## src/rtl/csvt_pkg.sv

```systemverilog
// Package of the CSV record tokenizer: payload types, codes and reset values.
// No dependencies; every module of the block imports it.
package csvt_pkg;

    // Input operations
    localparam logic OP_UNIT = 1'b0;
    localparam logic OP_EOT  = 1'b1;

    // Result kinds
    localparam logic [1:0] KIND_DATA   = 2'd0;
    localparam logic [1:0] KIND_FIELD  = 2'd1;
    localparam logic [1:0] KIND_RECORD = 2'd2;
    localparam logic [1:0] KIND_ERR    = 2'd3;

    // Error codes
    localparam logic [2:0] ERR_COLS        = 3'd0;
    localparam logic [2:0] ERR_CELLS       = 3'd1;
    localparam logic [2:0] ERR_AFTER_CLOSE = 3'd2;
    localparam logic [2:0] ERR_STRAY_QUOTE = 3'd3;
    localparam logic [2:0] ERR_UNTERM      = 3'd4;

    // Configuration register indexes
    localparam logic [1:0] CFG_DELIM     = 2'd0;
    localparam logic [1:0] CFG_MAX_COLS  = 2'd1;
    localparam logic [1:0] CFG_MAX_CELLS = 2'd2;

    localparam int CFG_DATA_W = 21;

    // Special code units
    localparam logic [15:0] CU_QUOTE = 16'd34;
    localparam logic [15:0] CU_CR    = 16'd13;
    localparam logic [15:0] CU_LF    = 16'd10;

    // Register reset values
    localparam logic [15:0] DELIM_RESET     = 16'd44;
    localparam logic [14:0] MAX_COLS_RESET  = 15'd16384;
    localparam logic [20:0] MAX_CELLS_RESET = 21'd2000000;

    // Default depth of the queue between front and back (2 or more)
    localparam int CSVT_QUEUE_DEPTH = 4;

    typedef struct packed {
        logic        op;
        logic [15:0] code_unit;
    } t_item;

    typedef struct packed {
        logic [1:0]  kind;
        logic [15:0] data_unit;
        logic [2:0]  error_code;
        logic [20:0] error_row;
        logic [14:0] error_field;
        logic [25:0] error_line;
        logic [25:0] error_char;
    } t_result;

    // Classified item as it sits in the queue
    typedef struct packed {
        logic        op;
        logic [15:0] code_unit;
        logic        is_quote;
        logic        is_cr;
        logic        is_lf;
        logic        is_delim;
    } t_cls;

    typedef struct packed {
        logic [14:0] max_columns;
        logic [20:0] max_cells;
    } t_limits;

    typedef enum logic [2:0] {
        S_START  = 3'd0,
        S_UNQ    = 3'd1,
        S_QUOTED = 3'd2,
        S_PEND   = 3'd3,
        S_CLOSED = 3'd4,
        S_HALT   = 3'd5
    } t_pstate;

    // What one item does in the back end
    typedef enum logic [3:0] {
        STP_NONE,
        STP_EOT,
        STP_QQUOTE,
        STP_QNL,
        STP_QDATA,
        STP_PQUOTE,
        STP_SKIP,
        STP_DELIM,
        STP_NEWLINE,
        STP_AFTER_CLOSE,
        STP_OPEN,
        STP_STRAY,
        STP_DATA
    } t_step;

endpackage

```

## src/rtl/csvt_queue.sv

```systemverilog
// Short register queue that parts the front and back of the tokenizer.
// Depends on csvt_pkg for the entry type.
module csvt_queue import csvt_pkg::*; #(
    parameter int DEPTH = CSVT_QUEUE_DEPTH
) (
    input  logic i_clk,
    input  logic i_rst_n,
    input  logic i_push,
    input  t_cls i_entry,
    output logic o_full,
    output logic o_valid,
    output t_cls o_entry,
    input  logic i_pop
);
    localparam int PW = (DEPTH > 1) ? $clog2(DEPTH) : 1;
    localparam int CW = $clog2(DEPTH + 1);

    t_cls          r_mem [DEPTH];
    logic [PW-1:0] r_wr;
    logic [PW-1:0] r_rd;
    logic [CW-1:0] r_count;

    assign o_full  = (r_count == CW'(DEPTH));
    assign o_valid = (r_count != '0);
    assign o_entry = r_mem[r_rd];

    always_ff @(posedge i_clk) begin
        if (i_push) begin
            r_mem[r_wr] <= i_entry;
        end
    end

    always_ff @(posedge i_clk) begin
        if (!i_rst_n) begin
            r_wr    <= '0;
            r_rd    <= '0;
            r_count <= '0;
        end else begin
            if (i_push) begin
                r_wr <= (r_wr == PW'(DEPTH - 1)) ? '0 : r_wr + PW'(1);
            end
            if (i_pop) begin
                r_rd <= (r_rd == PW'(DEPTH - 1)) ? '0 : r_rd + PW'(1);
            end
            if (i_push && !i_pop) begin
                r_count <= r_count + CW'(1);
            end else if (!i_push && i_pop) begin
                r_count <= r_count - CW'(1);
            end
        end
    end
endmodule

```

## src/rtl/csvt_front.sv

```systemverilog
// Front end of the tokenizer: input handshake and code unit classification.
// Depends on csvt_pkg; feeds csvt_queue.
module csvt_front import csvt_pkg::*; (
    input  logic        i_in_valid,
    output logic        o_in_stall,
    input  t_item       i_in,
    input  logic [15:0] i_delim,
    input  logic        i_q_full,
    output logic        o_push,
    output t_cls        o_entry
);
    assign o_in_stall = i_q_full;
    assign o_push     = i_in_valid && !i_q_full;

    always_comb begin
        o_entry.op        = i_in.op;
        o_entry.code_unit = i_in.code_unit;
        o_entry.is_quote  = (i_in.code_unit == CU_QUOTE);
        o_entry.is_cr     = (i_in.code_unit == CU_CR);
        o_entry.is_lf     = (i_in.code_unit == CU_LF);
        o_entry.is_delim  = (i_in.code_unit == i_delim);
    end
endmodule

```

## src/rtl/csvt_back.sv

```systemverilog
// Back end of the tokenizer: quoting state machine, counters and result register.
// Depends on csvt_pkg; pulls classified items from csvt_queue.
module csvt_back import csvt_pkg::*; (
    input  logic    i_clk,
    input  logic    i_rst_n,
    input  logic    i_q_valid,
    input  t_cls    i_q_data,
    output logic    o_q_pop,
    input  t_limits i_limits,
    output logic    o_out_valid,
    output t_result o_out,
    input  logic    i_out_stall
);
    function automatic logic [14:0] sat15(input logic [14:0] v);
        return (&v) ? v : v + 15'd1;
    endfunction

    function automatic logic [20:0] sat21(input logic [20:0] v);
        return (&v) ? v : v + 21'd1;
    endfunction

    function automatic logic [24:0] sat25(input logic [24:0] v);
        return (&v) ? v : v + 25'd1;
    endfunction

    t_pstate     r_state, n_state;
    logic        r_prev_cr, n_prev_cr;
    logic        r_started, n_started;
    logic [14:0] r_fields, n_fields;
    logic [20:0] r_cells, n_cells;
    logic [20:0] r_records, n_records;
    logic [24:0] r_line, n_line;
    logic [24:0] r_char, n_char;
    logic        r_out_valid;
    t_result     r_out;

    t_step       step;
    t_pstate     eff_state;
    logic        advance_ok;
    logic        crlf;
    logic        is_nl;
    logic        col_fail;
    logic        cell_fail;
    logic        fe_fail;
    logic        res_valid;
    logic        res_err;
    logic [1:0]  res_kind;
    logic [2:0]  res_code;
    t_result     res;

    assign advance_ok  = !r_out_valid || !i_out_stall;
    assign o_q_pop     = i_q_valid && advance_ok;
    assign o_out_valid = r_out_valid;
    assign o_out       = r_out;

    assign crlf      = r_prev_cr && i_q_data.is_lf;
    assign is_nl     = i_q_data.is_cr || i_q_data.is_lf;
    assign eff_state = (r_state == S_PEND) ? S_CLOSED : r_state;
    assign col_fail  = (r_fields >= i_limits.max_columns);
    assign cell_fail = (r_cells >= i_limits.max_cells);
    assign fe_fail   = col_fail || cell_fail;

    // Decode what the item at the queue head does
    always_comb begin
        if (i_q_data.op == OP_EOT) begin
            step = STP_EOT;
        end else if (r_state == S_HALT) begin
            step = STP_NONE;
        end else if (r_state == S_QUOTED) begin
            if (i_q_data.is_quote) begin
                step = STP_QQUOTE;
            end else if (is_nl) begin
                step = STP_QNL;
            end else begin
                step = STP_QDATA;
            end
        end else if (r_state == S_PEND && i_q_data.is_quote) begin
            step = STP_PQUOTE;
        end else if (crlf) begin
            step = STP_SKIP;
        end else if (i_q_data.is_delim) begin
            step = STP_DELIM;
        end else if (is_nl) begin
            step = STP_NEWLINE;
        end else if (eff_state == S_CLOSED) begin
            step = STP_AFTER_CLOSE;
        end else if (i_q_data.is_quote) begin
            step = (eff_state != S_START) ? STP_STRAY : STP_OPEN;
        end else begin
            step = STP_DATA;
        end
    end

    // Next parse state
    always_comb begin
        n_state = r_state;
        unique case (step)
            STP_EOT:                   n_state = S_START;
            STP_QQUOTE:                n_state = S_PEND;
            STP_PQUOTE, STP_OPEN:      n_state = S_QUOTED;
            STP_SKIP:                  n_state = eff_state;
            STP_DELIM, STP_NEWLINE:    n_state = fe_fail ? S_HALT : S_START;
            STP_AFTER_CLOSE, STP_STRAY: n_state = S_HALT;
            STP_DATA:                  n_state = S_UNQ;
            default:                   n_state = r_state;
        endcase
    end

    // Counters and flags
    always_comb begin
        n_prev_cr = (step == STP_NONE) ? r_prev_cr : 1'b0;
        n_started = r_started;
        n_fields  = r_fields;
        n_cells   = r_cells;
        n_records = r_records;
        n_line    = r_line;
        n_char    = r_char;
        case (step)
            STP_EOT: begin
                n_started = 1'b0;
                n_fields  = '0;
                n_cells   = '0;
                n_records = '0;
                n_line    = 25'd1;
                n_char    = 25'd1;
            end
            STP_QQUOTE, STP_QDATA, STP_PQUOTE: begin
                n_char = sat25(r_char);
            end
            STP_QNL: begin
                if (!crlf) begin
                    n_line    = sat25(r_line);
                    n_char    = 25'd1;
                    n_prev_cr = i_q_data.is_cr;
                end
            end
            STP_DELIM: begin
                if (!fe_fail) begin
                    n_cells   = r_cells + 21'd1;
                    n_fields  = sat15(r_fields);
                    n_started = 1'b1;
                    n_char    = sat25(r_char);
                end
            end
            STP_NEWLINE: begin
                if (!fe_fail) begin
                    n_cells   = r_cells + 21'd1;
                    n_fields  = '0;
                    n_records = sat21(r_records);
                    n_started = 1'b0;
                    n_line    = sat25(r_line);
                    n_char    = 25'd1;
                    n_prev_cr = i_q_data.is_cr;
                end
            end
            STP_OPEN, STP_DATA: begin
                n_started = 1'b1;
                n_char    = sat25(r_char);
            end
            default: begin
            end
        endcase
    end

    // Result of the item
    always_comb begin
        res_valid = 1'b0;
        res_err   = 1'b0;
        res_kind  = KIND_DATA;
        res_code  = ERR_COLS;
        case (step)
            STP_EOT: begin
                if (r_state == S_QUOTED) begin
                    res_valid = 1'b1;
                    res_err   = 1'b1;
                    res_code  = ERR_UNTERM;
                end else if (r_state != S_HALT && r_started) begin
                    res_valid = 1'b1;
                    res_err   = fe_fail;
                    res_code  = col_fail ? ERR_COLS : ERR_CELLS;
                    res_kind  = KIND_RECORD;
                end
            end
            STP_QNL, STP_QDATA, STP_PQUOTE, STP_DATA: begin
                res_valid = 1'b1;
                res_kind  = KIND_DATA;
            end
            STP_DELIM: begin
                res_valid = 1'b1;
                res_err   = fe_fail;
                res_code  = col_fail ? ERR_COLS : ERR_CELLS;
                res_kind  = KIND_FIELD;
            end
            STP_NEWLINE: begin
                res_valid = 1'b1;
                res_err   = fe_fail;
                res_code  = col_fail ? ERR_COLS : ERR_CELLS;
                res_kind  = KIND_RECORD;
            end
            STP_AFTER_CLOSE: begin
                res_valid = 1'b1;
                res_err   = 1'b1;
                res_code  = ERR_AFTER_CLOSE;
            end
            STP_STRAY: begin
                res_valid = 1'b1;
                res_err   = 1'b1;
                res_code  = ERR_STRAY_QUOTE;
            end
            default: begin
            end
        endcase

        res = '0;
        if (res_err) begin
            res.kind        = KIND_ERR;
            res.error_code  = res_code;
            res.error_row   = sat21(r_records);
            res.error_field = sat15(r_fields);
            res.error_line  = {1'b0, r_line};
            res.error_char  = {1'b0, r_char};
        end else begin
            res.kind = res_kind;
            if (res_kind == KIND_DATA) begin
                res.data_unit = i_q_data.code_unit;
            end
        end
    end

    always_ff @(posedge i_clk) begin
        if (!i_rst_n) begin
            r_state     <= S_START;
            r_prev_cr   <= 1'b0;
            r_started   <= 1'b0;
            r_fields    <= '0;
            r_cells     <= '0;
            r_records   <= '0;
            r_line      <= 25'd1;
            r_char      <= 25'd1;
            r_out_valid <= 1'b0;
        end else begin
            if (o_q_pop) begin
                r_state   <= n_state;
                r_prev_cr <= n_prev_cr;
                r_started <= n_started;
                r_fields  <= n_fields;
                r_cells   <= n_cells;
                r_records <= n_records;
                r_line    <= n_line;
                r_char    <= n_char;
            end
            if (advance_ok) begin
                r_out_valid <= o_q_pop && res_valid;
            end
        end
    end

    always_ff @(posedge i_clk) begin
        if (advance_ok) begin
            r_out <= res;
        end
    end
endmodule

```

## src/rtl/csv_record_tokenizer.sv

```systemverilog
// Top level of the CSV record tokenizer: configuration registers and the
// front, queue and back instances. Depends on csvt_pkg, csvt_front,
// csvt_queue and csvt_back.
// Usage:
//   Input channel (i_in_valid / o_in_stall / i_in): one beat is one UTF-16
//   code unit of text (op = unit) or the end-of-text marker (op = eot).
//   Output channel (o_out_valid / i_out_stall / o_out): at most one beat per
//   input beat: a field data unit, a field end, a record end or one error
//   with its row, field, line and character position.
//   Configuration: write delimiter, column limit or cell limit through
//   i_cfg_we / i_cfg_idx / i_cfg_data while the block is idle.
//   Path: an input beat is held in the queue, and its result in the result
//   register on o_out. Throughput: one code unit per cycle unless the
//   receiver stalls; the back end updates parse state and counters at once.
//   Receiver stall: the result register holds its beat, the queue absorbs
//   up to QUEUE_DEPTH more beats, then o_in_stall rises.
//   Reset: queue empties, parse state and counters clear, registers return
//   to delimiter ',', 16384 columns and 2000000 cells.
//   After an error the block drops code units until end of text, which
//   gives no beat and clears the parse state.
module csv_record_tokenizer import csvt_pkg::*; #(
    parameter int QUEUE_DEPTH = CSVT_QUEUE_DEPTH
) (
    input  logic                  i_clk,
    input  logic                  i_rst_n,
    input  logic                  i_in_valid,
    output logic                  o_in_stall,
    input  t_item                 i_in,
    output logic                  o_out_valid,
    input  logic                  i_out_stall,
    output t_result               o_out,
    input  logic                  i_cfg_we,
    input  logic [1:0]            i_cfg_idx,
    input  logic [CFG_DATA_W-1:0] i_cfg_data
);
    logic [15:0] r_delim;
    t_limits     r_limits;

    logic q_full;
    logic q_push;
    t_cls q_in;
    logic q_valid;
    t_cls q_out;
    logic q_pop;

    // Configuration registers; writes beyond the last index are dropped
    always_ff @(posedge i_clk) begin
        if (!i_rst_n) begin
            r_delim              <= DELIM_RESET;
            r_limits.max_columns <= MAX_COLS_RESET;
            r_limits.max_cells   <= MAX_CELLS_RESET;
        end else if (i_cfg_we) begin
            unique case (i_cfg_idx)
                CFG_DELIM:     r_delim              <= i_cfg_data[15:0];
                CFG_MAX_COLS:  r_limits.max_columns <= i_cfg_data[14:0];
                CFG_MAX_CELLS: r_limits.max_cells   <= i_cfg_data[20:0];
                default: begin
                end
            endcase
        end
    end

    // Front: take the beat and classify the code unit
    csvt_front u_front (
        .i_in_valid (i_in_valid),
        .o_in_stall (o_in_stall),
        .i_in       (i_in),
        .i_delim    (r_delim),
        .i_q_full   (q_full),
        .o_push     (q_push),
        .o_entry    (q_in)
    );

    // Queue: lets the front keep taking beats while the back waits
    csvt_queue #(
        .DEPTH (QUEUE_DEPTH)
    ) u_queue (
        .i_clk   (i_clk),
        .i_rst_n (i_rst_n),
        .i_push  (q_push),
        .i_entry (q_in),
        .o_full  (q_full),
        .o_valid (q_valid),
        .o_entry (q_out),
        .i_pop   (q_pop)
    );

    // Back: advance the quoting state and register the result
    csvt_back u_back (
        .i_clk       (i_clk),
        .i_rst_n     (i_rst_n),
        .i_q_valid   (q_valid),
        .i_q_data    (q_out),
        .o_q_pop     (q_pop),
        .i_limits    (r_limits),
        .o_out_valid (o_out_valid),
        .o_out       (o_out),
        .i_out_stall (i_out_stall)
    );
endmodule

```

## config.mk

```make
export PLATFORM = sky130hd
export DESIGN_NAME = csv_record_tokenizer
export DESIGN_NICKNAME = d
export VERILOG_FILES = /design/src/rtl/csvt_pkg.sv /design/src/rtl/csvt_queue.sv /design/src/rtl/csvt_front.sv /design/src/rtl/csvt_back.sv /design/src/rtl/csv_record_tokenizer.sv
export SDC_FILE = /design/constraint.sdc
export NUM_CORES = 1
export LEC_CHECK = 0
export BUFFER_PORTS_ARGS = -buffer_cell sky130_fd_sc_hd__buf_2
export CORE_MARGIN = 3
export CORE_UTILIZATION = 45
export DETAILED_ROUTE_END_ITERATION = 12
export GPL_TIMING_DRIVEN = 0
export PLACE_DENSITY_LB_ADDON = 0.25
export SLEW_MARGIN = 20
export SYNTH_ARGS = -nofsm -noshare
export SYNTH_HDL_FRONTEND = slang
export SYNTH_SLANG_ARGS = --single-unit
```

## constraint.sdc

```tcl
create_clock -name i_clk -period 6 [get_ports i_clk]
set_input_delay 1.8 -clock i_clk [delete_from_list [all_inputs] [get_ports i_clk]]
set_output_delay 1.8 -clock i_clk [all_outputs]
set_load 0.03 [all_outputs]
```

==> metrics.md <==
| Metric | Value |
|---|---|
| Fraction of the yosys area taken by sequential cells | `53.8%` |
| Number of buffers on the longest clock path | `3` |
| Average wire length per cell after detail routing | `18.2 um` |
| Wire length of the first global-routing pass | `69200 um` |
| Leakage | `7.25 nW` |
| Count of flip-flops with a built-in enable after synthesis | `191` |
| Worst vdd rail ir drop | `0.000223 V` |
| Chip height | `201 um` |
| Worst-path cell chain | `buf_2 -> nand2_8 -> buf_16 -> and2_1 -> clkbuf_1 -> inv_1 -> a31o_2 -> a221o_1 -> clkbuf_1 -> nor4_1 -> mux2i_1` |
| Net load switching power | `0.00321 W` |
| Number of global-route vias before repair | `12960` |
| First-iteration detailed-routing DRC count | `951` |
| Area Growth Syn to Fin | `16.0%` |
| Source of the worst register-to-register timing path | `r_limits[16]` |
| Total power per unit cell area | `424 nW/um2` |
| NumNets Final | `1935` |
| Clock buffers created by TritonCTS | `40` |
| Share of layout cells above drive strength 1 | `14.8%` |
| Source of the worst hold timing path | `r_limits[14]` |
| Share of total power in combinational logic | `34.9%` |
| Switching part of the total | `38.0%` |
| Slew at the pin closest to its max-slew limit | `1.12 ns` |
| CTS tree | `done` |
| Register-to-Register Path Depth | `14` |
| Routed length on met1 | `19100 um` |
| Total number of vias | `13345` |
| Critical path required time | `6.47 ns` |
| Post-DR vias/cell | `5.61` |
| Startpoint kind of the worst setup timing path | `input port` |
| Number of H-tree levels | `2` |
| Critical path class | `input port to register` |
| Final critical delay including setup and external delays | `4.69 ns` |
| Share of synthesized area spent on multiplexers | `4.30%` |
| Slowest cell on the critical path | `nor4_1` |
| Worst path arrival time | `5.16 ns` |
| Met2 layer wire length in the routed design | `20800 um` |
| Unrepaired setup endpoints after global routing | `no` |
| Number of warnings reported in the yosys synthesis log | `0` |
| Total of buffers placed on input and output ports | `152` |
| Placement-stage worst setup slack | `0.744 ns` |
| Main combinational cell family by area after synthesis | `simple AND/OR/NAND/NOR gates` |
| Synthesis-stage register bit count | `365` |
| Maximum clock frequency | `0.213 GHz` |
| Number of antenna violations at the first check in global routing | `0` |
| Crit path top cell by count | `clkbuf_1` |
| Reg-to-reg critical path endpoint | `u_back.o_out[107]` |
| Clock Root Buffer | `clkbuf_16` |
| Cell family with most CP delay | `buffers and inverters` |
| Routed Antenna Nets | `0` |
| Routed met3 length | `2310 um` |
| DRC errors left | `0` |
| Post-synthesis share of cell area spent on xor and xnor gates | `2.20%` |
| Compound-cell area share of the yosys netlist | `13.3%` |
| Number of maximum-capacitance constraint violations | `0` |
| Unique masters post-synth | `81` |
| Crit. End Element | `register` |
| Sequential share of power | `36.5%` |
| Async SR Flop Fraction | `0%` |
| Final weighted congestion of routability-driven global placement | `0.854` |
| Cells resized by post-CTS repair | `0` |
| Setup Skew | `0.0153 ns` |
| Synth Area per Inst | `10.4 um2` |
| Maximum number of pins on one net before global-route repair | `66` |
| Longest individual stage delay on the worst path | `0.51 ns` |
| Number of detailed-routing iterations run before antenna repair | `6` |
| Placed wire-length estimate | `31200 um` |
| Simple logic cell fraction of the synthesized area | `19.1%` |
| Insertion delay of the later-clocked pin in the worst-skew pair | `0.56 ns` |
| Setup Viol. Count Final | `0` |
| Final count of hold timing violations | `0` |
| Worst R2R Setup Slack | `1.32 ns` |
| Internal Dissipation | `0.00523 W` |
| Max-slew violation count | `0` |
| Main synth FF type | `edfxtp_1` |
| Hold buffer count at CTS | `0` |
| Antenna cell count | `0` |
| Setup bufs post-CTS | `0` |
| Combined buffer and inverter count along the critical path | `5` |
| Class of the tightest hold or removal check | `register to register` |
| Number of clock sinks | `365` |
| Status | `completed` |
| Area share of fa/ha/maj cells after synthesis | `3.55%` |
| Mapped Area | `17100 um2` |
| Worst-path fanout max | `65` |
| Overall die width | `201 um` |
| Post-synthesis cell count | `1646` |
| Final setup slack of the worst path | `1.31 ns` |
| I/O pin cnt | `156` |
| Max Used Layer | `met4` |
| Global-route usage over all layers | `21.0%` |
| Worst hold path depth | `2` |
| Clock network power share | `28.6%` |
| Setup Total Neg Slack | `0 ns` |
| Relative max-transition margin | `25.1%` |
| End point of the worst hold path | `r_limits[14]` |
| Core Footprint | `37000 um2` |
| Total Wirelength | `43200 um` |
| CTS clock-pin slew for the worst setup and hold paths | `0.06 ns` |
| Starting density of the core | `46.3%` |
| Row Count | `70` |
| Share of the clock period used by the worst path | `78.1%` |
| Congestion Overflow GR | `0` |
| Area of the die | `40500 um2` |
## cells in the final DEF (no fill, tap or decap), types with 6 or more instances in the layout
cell and n:
o21ai_0 33, and2_1 10, nand2b_1 10, inv_1 68
a21oi_1 138, or3_1 32, o21bai_1 7, clkbuf_16 40
a31oi_1 11, nor3b_1 11, or2_2 8, xor2_1 11
and3_1 15, o31ai_1 29, clkbuf_8 6, nor4_1 24
and4_1 14, clkbuf_1 86, o211ai_1 35, xnor2_1 32
edfxtp_1 191, dfxtp_1 174, a21o_1 24, or4_1 29
nor2_1 84, mux4_2 21, a22oi_1 6, nand4_1 38
nor3_1 22, ha_1 47, nor2b_1 59, nand3_1 50
buf_1 8, nand2_1 197, buf_2 161, mux2i_1 23
## kinds of logic after synthesis
kind of cell	Yosys count
buf+inv	165
other cells	1
fa+ha+maj	48
compound gates	349
flops	365
xor+xnor	43
simple gates	628
mux	47
## final cells by class
cell class | count | area (um2)
well taps | 504 | 631
multi-input cells | 1117 | 7300
inverters | 69 | 259
repair buffers | 153 | 788
clock buffers | 57 | 1120
clock inverters | 17 | 183
plain buffers | 96 | 394
fillers | 3307 | 17200
flip-flops and latches | 365 | 9220
## power groups by stage
stage,Sequential [W],Clock [W],Combinational [W]
6_report,0.00308,0.00242,0.00294
5_1_grt,0.00311,0.00257,0.00320
4_1_cts,0.00309,0.00247,0.00295
3_5_place_dp,0.00314,0,0.00293
3_3_place_gp,0.00314,0,0.00288
2_1_floorplan,0.00344,0,0.00170
## stage by stage
| step | area [um2] | utilization (%) | hold WS, ns | total power [W] | std cells |
|---|---|---|---|---|---|
| after global routing | 19900 | 53.7 | 0.475 | 0.00889 | 2378 |
| after floorplan | 17200 | - | 0.436 | 0.00515 | 1647 |
| after CTS | 19900 | 53.7 | 0.457 | 0.00851 | 2378 |
| after detailed placement | 18600 | 50.2 | 0.450 | 0.00607 | 2304 |
| final | 19900 | 53.7 | 0.455 | 0.00844 | 2378 |
| after global placement | 18500 | 50.1 | 0.444 | 0.00602 | 2303 |
## layer usage
| metal | up-vias | GRT usage (%) |
|---|---|---|
| met1 | 6448 | 28.4 |
| met5 | - | 0 |
| met2 | 354 | 35.0 |
| li1 | 6476 | - |
| met4 | 0 | 6.38 |
| met3 | 67 | 3.27 |
## worst max-delay path by stage
stage | start | endpoint | slack [ns] | depth (start not counted)
finish | i_out_stall | u_back.r_char[19] | 1.31 | 11
global route | i_out_stall | u_back.r_line[4] | 1.09 | 12
CTS | i_out_stall | u_back.r_line[4] | 1.30 | 12
detailed placement | i_out_stall | u_back.r_line[4] | 0.74 | 12
global placement | i_out_stall | u_back.r_line[4] | -0.56 | 11
floorplan | i_out_stall | u_back.r_line[4] | 0.71 | 10
## sequential cells by signal, summed over array words and instances, names as in the netlist, 2 cells and up, named ones only
| register | flops |
|---|---|
| u_back.r_state | 3 |
| r_limits | 36 |
| u_back.r_cells | 21 |
| u_back.o_out | 107 |
| u_queue.r_mem | 84 |
| u_back.r_line | 25 |
| u_queue.r_count | 3 |
| u_queue.r_wr | 2 |
| r_delim | 16 |
| u_back.r_records | 21 |
| u_queue.r_rd | 2 |
| u_back.r_char | 25 |
| u_back.r_fields | 15 |
## cell usage after synthesis (14+ instances only)
cell	number	area [um2]
a21o_1	24	180
mux2i_1	23	230
dfxtp_1	174	3480
nand2_1	198	743
xnor2_1	32	280
ha_1	47	588
o21ai_0	33	165
nand4_1	38	238
o211ai_1	35	263
and3_1	15	93.8
mux4_2	21	473
or4_1	29	218
nor2_1	84	315
and4_1	14	123
o31ai_1	29	218
or3_1	32	200
edfxtp_1	191	5740
inv_1	68	255
a21oi_1	138	691
nand3_1	50	250
nor2b_1	59	369
and2_1	14	87.6
clkbuf_1	75	282
nor4_1	24	150
nor3_1	22	110
## worst min-delay path: stages, from the launching register on
cell     delay, ns
dfxtp_1       0.30
nand2_1       0.05
a21oi_1       0.05
Note: power is estimated with default switching activity, not from simulation.
